[config.mk]
export PLATFORM = sky130hd
export DESIGN_NAME = collapsing_queue_indexed_top
export DESIGN_NICKNAME = d
export VERILOG_FILES = /design/src/sv/cq_pkg.sv /design/src/sv/cq_in_reg.sv /design/src/sv/cq_core.sv /design/src/sv/collapsing_queue_indexed_top.sv
export SDC_FILE = /design/constraint.sdc
export NUM_CORES = 1
export LEC_CHECK = 0
export ABC_CLOCK_PERIOD_IN_PS = 6400
export BUFFER_PORTS_ARGS = -buffer_cell sky130_fd_sc_hd__buf_2
export CAP_MARGIN = 20
export CORE_MARGIN = 1
export CORE_UTILIZATION = 40
export DETAILED_ROUTE_END_ITERATION = 6
export PLACE_DENSITY = 0.63
export SLEW_MARGIN = 20
export SYNTH_ARGS = -nofsm -noshare
export SYNTH_HDL_FRONTEND = slang
export SYNTH_SLANG_ARGS = --single-unit
[constraint.sdc]
create_clock -name clk -period 6.4 [get_ports clk]
set_input_delay 1.92 -clock clk [delete_from_list [all_inputs] [get_ports clk]]
set_output_delay 1.92 -clock clk [all_outputs]
set_load 0.05 [all_outputs]
[src/sv/cq_pkg.sv]
package cq_pkg;

  localparam int DEPTH      = 16;
  localparam int DATA_WIDTH = 32;
  localparam int IDX_W      = $clog2(DEPTH);
  localparam int CNT_W      = $clog2(DEPTH + 1);

  // Port widths fixed by the interface
  localparam int CMD_PW  = 2;
  localparam int IDX_PW  = 4;
  localparam int DATA_PW = 32;
  localparam int STAT_PW = 2;
  localparam int CNT_PW  = 5;

  localparam logic [CMD_PW-1:0] CMD_PUSH   = 2'd0;
  localparam logic [CMD_PW-1:0] CMD_REMOVE = 2'd1;
  localparam logic [CMD_PW-1:0] CMD_PEEK   = 2'd2;

  localparam logic [STAT_PW-1:0] ST_OK    = 2'd0;
  localparam logic [STAT_PW-1:0] ST_RANGE = 2'd1;
  localparam logic [STAT_PW-1:0] ST_FULL  = 2'd2;

  typedef struct packed {
    logic [CMD_PW-1:0]     cmd;
    logic [IDX_PW-1:0]     idx;
    logic [DATA_WIDTH-1:0] data;
  } cq_req_t;

  typedef struct packed {
    logic [DATA_WIDTH-1:0] data;
    logic [STAT_PW-1:0]    status;
    logic [CNT_W-1:0]      count;
  } cq_rsp_t;

endpackage

[src/sv/cq_in_reg.sv]
module cq_in_reg
  import cq_pkg::*;
(
  input  logic    clk,
  input  logic    rst_n,
  input  logic    take,
  input  cq_req_t req,
  output logic    req_vld,
  output cq_req_t req_q
);

  logic    vld_r, vld_nxt;
  cq_req_t req_r, req_nxt;

  assign vld_nxt = take;
  assign req_nxt = req;

  always_ff @(posedge clk) begin
    if (!rst_n) begin
      vld_r <= 1'b0;
    end else begin
      vld_r <= vld_nxt;
    end
  end

  // Payload: capture on accept only
  always_ff @(posedge clk) begin
    if (take) begin
      req_r <= req_nxt;
    end
  end

  assign req_vld = vld_r;
  assign req_q   = req_r;

endmodule

[src/sv/cq_core.sv]
module cq_core
  import cq_pkg::*;
(
  input  logic    clk,
  input  logic    rst_n,
  input  logic    req_vld,
  input  cq_req_t req,
  output logic    rsp_vld,
  output cq_rsp_t rsp
);

  logic [DATA_WIDTH-1:0] entries_r [DEPTH];
  logic [CNT_W-1:0]      cnt_r, cnt_nxt;
  logic                  vld_r;
  cq_rsp_t               rsp_r, rsp_nxt;

  logic                  push_en, rm_en, in_range, full;
  logic [CNT_W-1:0]      pos_ext;
  logic [IDX_W-1:0]      pos, tail;

  assign full     = (cnt_r >= CNT_W'(DEPTH));
  assign pos_ext  = CNT_W'(req.idx);
  assign in_range = (pos_ext < cnt_r) && ({1'b0, req.idx} < (IDX_PW + 1)'(DEPTH));
  assign pos      = IDX_W'(req.idx);
  assign tail     = cnt_r[IDX_W-1:0];

  always_comb begin
    push_en     = 1'b0;
    rm_en       = 1'b0;
    cnt_nxt     = cnt_r;
    rsp_nxt     = '0;
    case (req.cmd)
      CMD_PUSH: begin
        if (full) begin
          rsp_nxt.status = ST_FULL;
        end else begin
          push_en = req_vld;
          cnt_nxt = cnt_r + CNT_W'(1);
        end
      end
      CMD_REMOVE, CMD_PEEK: begin
        if (!in_range) begin
          rsp_nxt.status = ST_RANGE;
        end else begin
          rsp_nxt.data = entries_r[pos];
          if (req.cmd == CMD_REMOVE) begin
            rm_en   = req_vld;
            cnt_nxt = cnt_r - CNT_W'(1);
          end
        end
      end
      default: begin
      end
    endcase
    rsp_nxt.count = cnt_nxt;
  end

  // Collapse: slots from the removed one to DEPTH-2 take their upper neighbor
  always_ff @(posedge clk) begin
    for (int k = 0; k < DEPTH; k++) begin
      if (rm_en && (IDX_W'(k) >= pos) && (k + 1 < DEPTH)) begin
        entries_r[IDX_W'(k)] <= entries_r[IDX_W'(k + 1)];
      end else if (push_en && (IDX_W'(k) == tail)) begin
        entries_r[IDX_W'(k)] <= req.data;
      end
    end
  end

  always_ff @(posedge clk) begin
    if (!rst_n) begin
      cnt_r <= '0;
      vld_r <= 1'b0;
    end else begin
      vld_r <= req_vld;
      if (req_vld) begin
        cnt_r <= cnt_nxt;
      end
    end
  end

  always_ff @(posedge clk) begin
    if (req_vld) begin
      rsp_r <= rsp_nxt;
    end
  end

  assign rsp_vld = vld_r;
  assign rsp     = rsp_r;

endmodule

[src/sv/collapsing_queue_indexed_top.sv]
// A word accepted on start passes the request register, then the result register,
// on its way to the out_ ports. Throughput: one word per cycle; the queue update
// is a single pass through the collapse network between the two registers.
// busy stays low, and the receiver cannot stall: out_valid lasts one cycle.
// Reset (rst_n, synchronous, active low) empties the queue and clears strobes;
// the storage itself is not cleared.
module collapsing_queue_indexed_top
  import cq_pkg::*;
(
  input  logic               clk,
  input  logic               rst_n,
  input  logic               start,
  output logic               busy,
  input  logic [CMD_PW-1:0]  in_cmd,
  input  logic [IDX_PW-1:0]  in_index,
  input  logic [DATA_PW-1:0] in_data_in,
  output logic               out_valid,
  output logic [DATA_PW-1:0] out_data_out,
  output logic [STAT_PW-1:0] out_status,
  output logic [CNT_PW-1:0]  out_count
);

  cq_req_t req_in, req_q;
  cq_rsp_t rsp;
  logic    take, req_vld;

  // Every operation finishes in one pass, so never hold off the sender
  assign busy = 1'b0;
  assign take = start && !busy;

  // Mask the data word to the storage width
  assign req_in.cmd  = in_cmd;
  assign req_in.idx  = in_index;
  assign req_in.data = in_data_in[DATA_WIDTH-1:0];

  // Stage one: register the request word
  cq_in_reg u_in_reg (
    .clk     (clk),
    .rst_n   (rst_n),
    .take    (take),
    .req     (req_in),
    .req_vld (req_vld),
    .req_q   (req_q)
  );

  // Stage two: read, collapse or append, and register the result word
  cq_core u_core (
    .clk     (clk),
    .rst_n   (rst_n),
    .req_vld (req_vld),
    .req     (req_q),
    .rsp_vld (out_valid),
    .rsp     (rsp)
  );

  assign out_data_out = DATA_PW'(rsp.data);
  assign out_status   = rsp.status;
  assign out_count    = CNT_PW'(rsp.count);

endmodule

==> results.toml <==
[routing]
wl_per_cell_um = 28.30
drt_iter0_drc = 1346
drc = 0
via_per_inst = 5.919
vias = 15990
routed_wl_um = 76460
dr.pass1.iters = 5
final_antenna_net_count = 0

[sta]
setup_tns_ps = 0
fmax_mhz = 238.7
setup_violations = 0
skew_ps = 35.98
maxSlewHeadroom_pct = 17.72
fin_crit_ps = 4189
slew_violations = 0
rsz0062_at_grt = "false"
finalHoldViolCount = 0
worst_pin_slew_ps = 1232
fin_crit_sh_pct = 65.46

[floorplan]
ios = 82
die_w_um = 270.6
coreArea_um2 = 71490
die_h_um = 270.6
start_util_pct = 40.37
core.rowCount = 98
dieArea_um2 = 73220

[layout]
n_fill_cell = 6147
nets = 1753
final_cells = 2702
mostFrequentLayoutCells = "edfxtp_1 (589), mux2_2 (444), mux4_2 (128), buf_2 (80), clkbuf_16 (70)"
area_growth_pct = 12.67
final_common_cell = "edfxtp_1"
drive_above_1_share_pct = 46.75
final-seq-area_um2 = 17830
multi_input_comb_area_um2 = 10550
num_antenna_cells = 0

[setup_path]
r2r-end = "u_core.entries_r[7][14]$_DFFE_PP_"
startpoint = "u_core.cnt_r[2]$_SDFFE_PN0P_"
r2r-start = "u_core.cnt_r[2]$_SDFFE_PN0P_"
cp-start-kind = "flip-flop"
crit_type = "flip-flop to flip-flop"
reg2reg_depth = 8
cp.arrival_ps = 4550
r2r_setup_slack_ps = 2210
worstPathRequired_ps = 6760
critPathCaptureType = "flip-flop"
cp_max_fo = 20

[logic_synthesis]
syn-instance-count = 1651
synth_top_flop_cell = "edfxtp_1"
netlist_area_um2 = 28860
seq_area_frac_synth_pct = 61.78
yosys_warnings = 0
async_reset_ff_share_pct = 0
ys_types = 50
syn-num-nets = 1703
synth.avg_cell_area_um2 = 17.48
yosys_register_bits = 596
synth_edf_count = 589

[cts]
h-tree-depth = 3
cts_root_buffer = "clkbuf_16"
cts_tree = "done"
post_cts_resized = 0
clock-sinks = 596
worstSkewPairLatency_ps = 620
clk_pin_slew_ps = 60
cts_setup_buffers = 0
holdBufCountCts = 0
numCtsBuffers = 67
cts_max_path_buffers = 3

[worst_hold_path]
hold_start = "u_core.entries_r[2][21]$_DFFE_PP_"
whs_path_depth = 1
hp-class = "flip-flop to flip-flop"
hold_path_end = "u_core.entries_r[1][21]$_DFFE_PP_"

[grt]
grt_overflow = 0
grt_pass1_vias = 16340
antenna_found_initial = 3
grt_max_degree = 140
grt_first_pass_wirelength_um = 113100
gr-usage-all-layers_pct = 20.92

[placed_design]
io_buffers = 80
place.gp.congestion = 0.7809
place_inst = 2580
dpl.hpwl_um = 44050

[run_status]
status = "complete, no violations"

[run]
maxCapViolCount = 0

[pwr]
irDropWorstVdd_v = 0.0002332
powerDensity_nw_per_um2 = 269.3
leakagePower_nw = 10.43
==> layer usage <==
metal	wire (um)	part of all wire (%)	track usage, %
met1	34620	45	29.74
met2	36120	47	33.00
met3	3953	5.2	2.947
met4	1763	2.3	6.899
met5	0	0	0
==> synthesized netlist by cell type (2+ instances only) <==
cell type | count | area (um^2)
a211oi_1 | 67 | 503.0
a21oi_1 | 20 | 100.1
a31oi_1 | 4 | 25.02
and2_1 | 5 | 31.28
and3_1 | 6 | 37.54
buf_1 | 12 | 45.04
buf_2 | 55 | 275.3
buf_4 | 2 | 15.01
buf_6 | 9 | 101.4
clkbuf_1 | 63 | 236.5
dfxtp_1 | 7 | 140.1
edfxtp_1 | 589 | 17690
ha_1 | 11 | 137.6
inv_1 | 10 | 37.54
mux2_1 | 36 | 405.4
mux2_2 | 444 | 5000
mux2i_1 | 33 | 330.3
mux4_2 | 128 | 2883
nand2_1 | 41 | 153.9
nand2b_1 | 5 | 31.28
nand3_1 | 7 | 35.03
nor2_1 | 18 | 67.56
nor2b_1 | 33 | 206.5
nor3_1 | 4 | 20.02
o21ai_0 | 13 | 65.06
o221a_2 | 2 | 22.52
o31ai_1 | 3 | 22.52
xnor2_1 | 2 | 17.52
==> cell type report <==
type / instances / area share [%]
Sequential cell: 596 / 54.84
Tap cell: 950 / 3.656
Multi-Input combinational cell: 904 / 32.45
Timing Repair Buffer: 122 / 2.525
Inverter: 10 / 0.1155
Clock inverter: 29 / 0.7581
Clock buffer: 91 / 5.661
==> logic make-up (layout without fill, tap and decap cells) <==
family	Yosys count	after routing	synth area share (%)
other	1	1	0.01300
AOI/OAI and AO/OA	126	126	3.204
xor gates and xnor gates	2	2	0.06071
and+or+nand+nor	123	123	2.138
buffers and inverters	151	252	2.463
muxes	641	641	29.87
DFF	596	596	61.78
adders and majority gates	11	11	0.4769
==> per-stage QoR <==
stage | power, mW | cell area [um^2] | hold WS [ps] | util, % | setup WS, ps
finish | 8.754 | 32510 | 557.7 | 45.48 | 2211
global route | 9.019 | 32510 | 581.8 | 45.48 | 2039
global placement | 5.097 | 30300 | 532.9 | 42.39 | 2344
floorplan | 4.883 | 28860 | 509.0 | - | 1379
detailed placement | 5.103 | 30370 | 544.0 | 42.48 | 2317
CTS | 8.842 | 32450 | 558.1 | 45.40 | 2301
==> power by group <==
part	internal, mW	leakage (nW)	switching, mW
Clock	2.15	1.01	1.59
Combinational	0.228	4.01	0.374
Sequential	4.33	5.41	0.0920
==> state kept, by name, summed over array words and instances (netlist names) <==
name              count
u_core.cnt_r          5
u_core.entries_r    512
u_core.rsp           39
u_core.rsp_vld        1
u_in_reg.req_q       38
u_in_reg.req_vld      1
==> worst max path at each step <==
| stage | end | slack [ps] |
|---|---|---|
| floorplan | u_core.entries_r[0][0]$_DFFE_PP_ | 1380 |
| global placement | u_core.entries_r[11][16]$_DFFE_PP_ | 2340 |
| detailed placement | u_core.entries_r[7][30]$_DFFE_PP_ | 2320 |
| CTS | u_core.entries_r[7][30]$_DFFE_PP_ | 2300 |
| global route | u_core.entries_r[7][24]$_DFFE_PP_ | 2040 |
| finish | u_core.entries_r[7][14]$_DFFE_PP_ | 2210 |
==> critical path, stage by stage, from the launching register on <==
cell and delay (ps):
dfxtp_1 610, inv_1 190, ha_1 310, o21ai_0 90, a21oi_1 440, nand2_1 430, a21oi_4 1070, buf_4 410
mux2_2 360
Note: power is estimated with default switching activity, not from simulation.
